[src/sv/cke_pkg.sv]
// ----------------------------------------------------------------------------
// cke_pkg : shared types and helpers of the canonical k-mer extractor
// widths, state and result records, length clamp and k-mer mask
// ----------------------------------------------------------------------------
`default_nettype none

package cke_pkg;

  localparam int MAX_K     = 32;
  localparam int KMER_W    = 64;
  localparam int K_W       = 6;
  localparam int POS_W     = 32;
  localparam int OUT_POS_W = 32;
  localparam int CODE_W    = 3;

  localparam logic [K_W-1:0]   K_MIN      = K_W'(2);
  localparam logic [K_W-1:0]   K_MAX      = K_W'(MAX_K);
  localparam logic [K_W-1:0]   K_RESET    = K_W'(32);
  localparam logic [1:0]       COMP_MASK  = 2'h3;
  localparam logic [POS_W-1:0] IDX_LIMIT  = '1;

  typedef struct packed {
    logic [KMER_W-1:0] fwd;
    logic [KMER_W-1:0] rev;
    logic [K_W-1:0]    run;
    logic [POS_W-1:0]  idx;
  } cke_state_t;

  typedef struct packed {
    logic                 valid;
    logic [KMER_W-1:0]    kmer;
    logic [OUT_POS_W-1:0] pos;
  } cke_result_t;

  // clamp the programmed length into 2..MAX_K
  function automatic logic [K_W-1:0] eff_k(input logic [K_W-1:0] len);
    logic [K_W-1:0] k;
    k = len;
    if (k < K_MIN) k = K_MIN;
    if (k > K_MAX) k = K_MAX;
    return k;
  endfunction

  // one bit pair set for each base below k
  function automatic logic [KMER_W-1:0] kmer_mask(input logic [K_W-1:0] k);
    logic [KMER_W-1:0] m;
    m = '0;
    for (int j = 0; j < MAX_K; j++) begin
      m[2*j +: 2] = (K_W'(j) < k) ? 2'b11 : 2'b00;
    end
    return m;
  endfunction

endpackage

`default_nettype wire

[src/sv/cke_step.sv]
// ----------------------------------------------------------------------------
// cke_step : next-state and result logic for one base
// rolls the forward and reverse-complement words and picks the smaller one
// ----------------------------------------------------------------------------
`default_nettype none

module cke_step (
  input  wire cke_pkg::cke_state_t       state_i,
  input  wire logic [cke_pkg::K_W-1:0]   kmer_length_i,
  input  wire logic [cke_pkg::CODE_W-1:0] base_code_i,
  input  wire logic                      seq_start_i,
  output cke_pkg::cke_state_t            state_o,
  output cke_pkg::cke_result_t           result_o
);
  import cke_pkg::*;

  logic [K_W-1:0]    k;
  logic [K_W-1:0]    k_m1;
  logic [KMER_W-1:0] mask;
  logic [KMER_W-1:0] ins;
  logic [1:0]        comp;
  cke_state_t        cur;
  logic [POS_W-1:0]  here;

  always_comb begin
    k    = eff_k(kmer_length_i);
    k_m1 = k - K_W'(1);
    mask = kmer_mask(k);
    comp = base_code_i[1:0] ^ COMP_MASK;
    ins  = '0;
    for (int j = 0; j < MAX_K; j++) begin
      ins[2*j +: 2] = (K_W'(j) == k_m1) ? comp : 2'b00;
    end

    // a sequence start wipes the state before the base is used
    cur  = seq_start_i ? '0 : state_i;
    here = cur.idx;

    state_o     = cur;
    state_o.idx = (here < IDX_LIMIT) ? here + POS_W'(1) : here;

    result_o       = '0;
    result_o.valid = 1'b0;

    if (base_code_i[2]) begin
      // unknown base breaks the run, words keep their bits
      state_o.run = '0;
    end else begin
      state_o.fwd = ({cur.fwd[KMER_W-3:0], base_code_i[1:0]}) & mask;
      state_o.rev = ({2'b00, cur.rev[KMER_W-1:2]} | ins) & mask;
      state_o.run = (cur.run < K_MAX) ? cur.run + K_W'(1) : cur.run;
      result_o.valid = (state_o.run >= k) && (here >= POS_W'(k_m1));
      result_o.kmer  = (state_o.fwd < state_o.rev) ? state_o.fwd : state_o.rev;
      result_o.pos   = OUT_POS_W'(here - POS_W'(k_m1));
    end
  end

endmodule

`default_nettype wire

[src/sv/canonical_kmer_extractor_top.sv]
// ----------------------------------------------------------------------------
// canonical_kmer_extractor_top : streaming canonical k-mer extractor
// one 3-bit base code per transfer in, canonical k-mer and its position out
// ----------------------------------------------------------------------------
// usage
//   input stream: one base per transfer, tdata[2:0] is the base code
//   (0..3 nucleotide, 4..7 unknown base), tuser[0] flags the first base
//   of a new sequence and clears all rolling state before that base
//   output stream: tdata[63:0] canonical k-mer, tdata[95:64] index of the
//   k-mer's first base in its sequence; a base gives a result only once
//   k valid bases are in a row, an unknown base never gives one
//   cfg port: kmer_length is written whenever cfg_wr_en_i is high; change
//   it only while no base is in flight. lengths below 2 act as 2, above
//   32 act as 32
//   path: a base passes the input register, then the result register,
//   and its result is taken into the result register when the slot is free
//   throughput: one base per cycle while the output is not stalled, set
//   by the combinational word update feeding the result register
//   stalls: the result register holds while m_axis_tready is low; the
//   input register keeps taking bases that give no result, and takes
//   any base as soon as the result slot drains
//   reset: clears the rolling words, run and position counters, both
//   valid flags, and sets kmer_length back to 32
// ----------------------------------------------------------------------------
`default_nettype none

module canonical_kmer_extractor_top (
  input  wire logic        clk_i,
  input  wire logic        rst_ni,
  // configuration write
  input  wire logic        cfg_wr_en_i,
  input  wire logic [5:0]  cfg_wr_data_i,   // kmer_length
  // base stream in
  input  wire logic        s_axis_tvalid,
  output logic             s_axis_tready,
  input  wire logic [7:0]  s_axis_tdata,    // [2:0] base_code, [7:3] zero
  input  wire logic [0:0]  s_axis_tuser,    // [0] sequence_start
  // k-mer stream out
  output logic             m_axis_tvalid,
  input  wire logic        m_axis_tready,
  output logic [95:0]      m_axis_tdata     // [63:0] canonical_kmer, [95:64] kmer_position
);
  import cke_pkg::*;

  // configuration register
  logic [K_W-1:0] kmer_len_q;

  // input register stage
  logic              s1_valid_q;
  logic [CODE_W-1:0] s1_code_q;
  logic              s1_start_q;

  // rolling state
  cke_state_t state_q;
  cke_state_t state_d;

  // result register stage
  logic                 out_valid_q;
  logic [KMER_W-1:0]    out_kmer_q;
  logic [OUT_POS_W-1:0] out_pos_q;

  cke_result_t res;
  logic        out_free;
  logic        s1_fire;
  logic        in_xfer;

  cke_step u_step (
    .state_i       (state_q),
    .kmer_length_i (kmer_len_q),
    .base_code_i   (s1_code_q),
    .seq_start_i   (s1_start_q),
    .state_o       (state_d),
    .result_o      (res)
  );

  // result slot is free when empty or draining this cycle
  assign out_free = !out_valid_q || m_axis_tready;
  // a base without a result never waits on the output side
  assign s1_fire  = s1_valid_q && (!res.valid || out_free);
  assign s_axis_tready = !s1_valid_q || s1_fire;
  assign in_xfer  = s_axis_tvalid && s_axis_tready;

  always_ff @(posedge clk_i or negedge rst_ni) begin
    if (!rst_ni) begin
      kmer_len_q <= K_RESET;
    end else if (cfg_wr_en_i) begin
      kmer_len_q <= cfg_wr_data_i;
    end
  end

  always_ff @(posedge clk_i or negedge rst_ni) begin
    if (!rst_ni) begin
      s1_valid_q <= 1'b0;
    end else if (s_axis_tready) begin
      s1_valid_q <= s_axis_tvalid;
    end
  end

  always_ff @(posedge clk_i) begin
    if (in_xfer) begin
      s1_code_q  <= s_axis_tdata[CODE_W-1:0];
      s1_start_q <= s_axis_tuser[0];
    end
  end

  always_ff @(posedge clk_i or negedge rst_ni) begin
    if (!rst_ni) begin
      state_q <= '0;
    end else if (s1_fire) begin
      state_q <= state_d;
    end
  end

  always_ff @(posedge clk_i or negedge rst_ni) begin
    if (!rst_ni) begin
      out_valid_q <= 1'b0;
    end else if (out_free) begin
      out_valid_q <= s1_fire && res.valid;
    end
  end

  always_ff @(posedge clk_i) begin
    if (out_free && s1_fire && res.valid) begin
      out_kmer_q <= res.kmer;
      out_pos_q  <= res.pos;
    end
  end

  assign m_axis_tvalid = out_valid_q;
  assign m_axis_tdata  = {out_pos_q, out_kmer_q};

  // run counter saturates at the longest k-mer
  a_run_bounded : assert property (@(posedge clk_i) disable iff (!rst_ni)
    state_q.run <= K_MAX)
    else $error("valid run above max k");

  // a sequence start restarts the position count
  a_start_index : assert property (@(posedge clk_i) disable iff (!rst_ni)
    s1_fire && s1_start_q |=> state_q.idx == POS_W'(1))
    else $error("position not restarted on sequence start");

  // an unknown base clears the run
  a_unknown_clears : assert property (@(posedge clk_i) disable iff (!rst_ni)
    s1_fire && s1_code_q[2] |=> state_q.run == '0)
    else $error("unknown base did not clear the run");

  // input only backs up behind a stalled result
  a_backpressure : assert property (@(posedge clk_i) disable iff (!rst_ni)
    !s_axis_tready |-> s1_valid_q && out_valid_q && !m_axis_tready)
    else $error("input stalled without output backpressure");

endmodule

`default_nettype wire
[config.mk]
export PLATFORM = sky130hd
export DESIGN_NAME = canonical_kmer_extractor_top
export DESIGN_NICKNAME = d
export VERILOG_FILES = /design/src/sv/cke_pkg.sv /design/src/sv/cke_step.sv /design/src/sv/canonical_kmer_extractor_top.sv
export SDC_FILE = /design/constraint.sdc
export NUM_CORES = 1
export LEC_CHECK = 0
export BUFFER_PORTS_ARGS = -buffer_cell sky130_fd_sc_hd__clkbuf_2
export CAP_MARGIN = 20
export CORE_ASPECT_RATIO = 1.5
export CORE_MARGIN = 3
export CORE_UTILIZATION = 45
export CTS_CLUSTER_SIZE = 25
export DETAILED_ROUTE_END_ITERATION = 12
export PLACE_DENSITY = 0.72
export SYNTH_ARGS = -nofsm -noshare
export SYNTH_HDL_FRONTEND = slang
export SYNTH_SLANG_ARGS = --single-unit
[constraint.sdc]
create_clock -name clk_i -period 12.25 [get_ports clk_i]
set_input_delay 3.675 -clock clk_i [delete_from_list [all_inputs] [get_ports clk_i]]
set_output_delay 3.675 -clock clk_i [all_outputs]
set_load 0.03 [all_outputs]
==> metrics.txt <==
final instance area 17900 µm²; post-detailed-route count of antenna-violating nets 0; top cell type's share of synthesized area 26.2%; total leakage power slightly below 8 nW; Post-synth ARST share a little over three fifths; Reg2Reg Setup Slack roughly 5.6 ns; drt wl/cell 20.8 µm; Worst Path Max Fanout 27; post-route setup slack 3.57 ns; postcts setup bufs 0; Max-cap violations 0; Tot Pwr between 2 and 2.5 mW; combinational share of power 18.9%; fin nets between 1500 and 2000; hold slack roughly 0.49 ns; fin crit period just under 9 ns; Util after Layout between 50% and 60%; TritonCTS clock tree yes; EDFF count, synth 100; clock root buffer clkbuf_16; reg2reg path depth 16; f_max roughly 120 MHz; synth top area cells dfrtp_1 26%, edfxtp_1 19%, ha_1 6.1%, o2bb2ai_1 5.4%, nand2_1 4.5%; post-synthesis sequential area ratio between 40 and 50%; Die Height 238 µm; gr ovfl total 0; Starting Density between 40% and 50%; vias 13900; clk_lat worst skew around 0.58 ns; CP Launch Type register; commonest non-fill, non-tap cell in the layout nand2_1; Longest Clk Path Bufs 3; final setup vio count 0; Resized cells post-CTS 0; placed cells around 2200; Worst slew margin 28.6%; RePlAce Congestion slightly above 0.9; GRT Overall Usage 23.9%; Area Overhead vs Synth 10.9%; Post-DP Area 17000 µm²; Setup Total Neg Slack 0 ns; DR pass1 iterations 6; Slew Viols, Final 0; worst setup path startpoint kmer_len_q[3]; DP HPWL 31500 µm; post-synth top area cell dfrtp_1; CP endpoint kind output pin; TritonCTS Buffers 26; largest net degree at the start of global routing 106; Buffers on Ports 112; Post-Place Setup Slack just over 4 ns; Sw Pwr slightly above 0.7 mW; Slew @ Worst Pin roughly 1.1 ns; Ys Warns 0; syn avg cell area 9.47 µm²; Internal Pwr Total about 1.6 mW; worst min-delay path class register to register; Ant. Diodes 0; post-route insts no fill between 2000 and 2500; CP Class register to output pin; crit path DAT between 5 and 6 ns; Post-Syn Area roughly 16000 µm²; first-pass GRT wire length approximately 74000 µm; clock slew at reported path FFs 0.07 ns; Critical Path End s_axis_tready; die width 161 µm; CTS Sinks 270; vias per cell approximately 6.2; crit share post-route a little under three quarters; Hold Fails Final Rpt 0; initial detailed-routing violation count between 1000 and 1500; RSZ-0062 raised after global routing false; die area ~38000 µm²; H-tree lvl count 1; Mapped Nets between 1500 and 2000; CP required between 8 and 9 ns; layout cells sized above 1 12.2%; sw frac a little under a third; top_reg_cell synth dfrtp_1; vias in the first global route approximately 14000; DRC violations left 0; Yosys cell types 81; clock share of power a little under two fifths; # rows 84; commonest non-fill, non-tap cells in the layout 195 x nand2_1, 169 x dfrtp_1, 111 x clkbuf_2; sequential fraction of design power a little over two fifths; io pins about 120; cts hold-fix bufs 0; Gate Count Post-Synth approximately 1700; status complete, no violations; clock skew about 0.035 ns; RR Endpoint out_kmer_q[30]; Core ar. around 35000 µm²; R2R Path Start kmer_len_q[3]; PwrDens between 100 and 150 nW/µm²; flip-flop and latch count after synthesis 270; final wirelength around 46000 µm; Max VDD drop 77.5 µV; initial antenna violation count 0
## registers in the layout, summed over array words and instances, names as in the netlist
name           count
state_q          162
out_kmer_q        64
out_pos_q         32
kmer_len_q         6
s1_code_q          3
m_axis_tvalid      1
s1_start_q         1
s1_valid_q         1
## cell families after synthesis
kind of cell	synth area share, %
mux	0.620
xor+xnor	0.651
flops	44.9
compound gates	24.1
simple gates	17.8
buf+inv	5.54
fa+ha+maj	6.24
other cells	0.0232
## critical path: stages, from the launching register on
cell      delay [ns]
dfrtp_1         0.67
nor4_1          0.89
nor2_1          0.07
nor2_1          0.17
ha_1            0.34
fa_1            0.47
a21o_1          0.20
a21oi_1         0.48
o2111a_2        0.33
nand3_1         0.15
nand4_1         0.21
nand2b_1        0.20
clkbuf_2        0.23
## synthesized netlist by cell type (10+ instances only)
| cell type | instances |
|---|---|
| a21o_1 | 30 |
| o21a_1 | 41 |
| o31ai_1 | 30 |
| nor2_1 | 105 |
| clkbuf_1 | 97 |
| nor2b_1 | 29 |
| edfxtp_1 | 100 |
| o2bb2ai_1 | 100 |
| o21ai_0 | 73 |
| dfrtp_1 | 169 |
| inv_1 | 79 |
| or4_1 | 17 |
| nand2_1 | 195 |
| nor4_1 | 11 |
| nor3_1 | 53 |
| o211ai_1 | 23 |
| nand3_1 | 44 |
| a21oi_1 | 85 |
| ha_1 | 79 |
| buf_2 | 19 |
| a22o_1 | 62 |
| a211o_1 | 10 |
| or3_1 | 10 |
| nand4_1 | 40 |
| and3_1 | 19 |
| and2_1 | 21 |
## worst min path at each step
stage,from,to,slack [ns],cells after the start
3_3_place_gp,state_q[41],state_q[41],0.47,1
5_1_grt,state_q[55],state_q[55],0.50,1
2_1_floorplan,state_q[100],state_q[100],0.46,1
3_5_place_dp,state_q[84],state_q[84],0.47,1
6_report,state_q[47],state_q[47],0.49,1
4_1_cts,state_q[47],state_q[47],0.49,1
## layout make-up
cell class	instances	area [µm²]
clock buffers	30	676
clock inverters	18	251
fillers	3200	17300
well taps	473	592
repair buffers	136	787
flip-flops and latches	270	7260
multi-input cells	1221	8050
inverters	81	304
## routing by layer
| layer | wire length (µm) | global-route usage [%] | up-vias |
|---|---|---|---|
| met1 | 18000 | 29.1 | 6777 |
| met4 | 2880 | 13.8 | 0 |
| met2 | 22800 | 40.8 | 562 |
| li1 | - | - | 6404 |
| met3 | 2670 | 2.83 | 157 |
| met5 | 0 | 0 | - |
## power groups by stage
stage | logic (mW) | clock network (mW) | registers [mW]
after detailed placement | 0.434 | 0 | 1.04
after global routing | 0.483 | 0.938 | 1.03
after global placement | 0.418 | 0 | 1.04
after floorplan | 0.305 | 0 | 1.03
final | 0.444 | 0.889 | 1.02
after CTS | 0.437 | 0.905 | 1.02
Power figures use the tool's default switching activity.
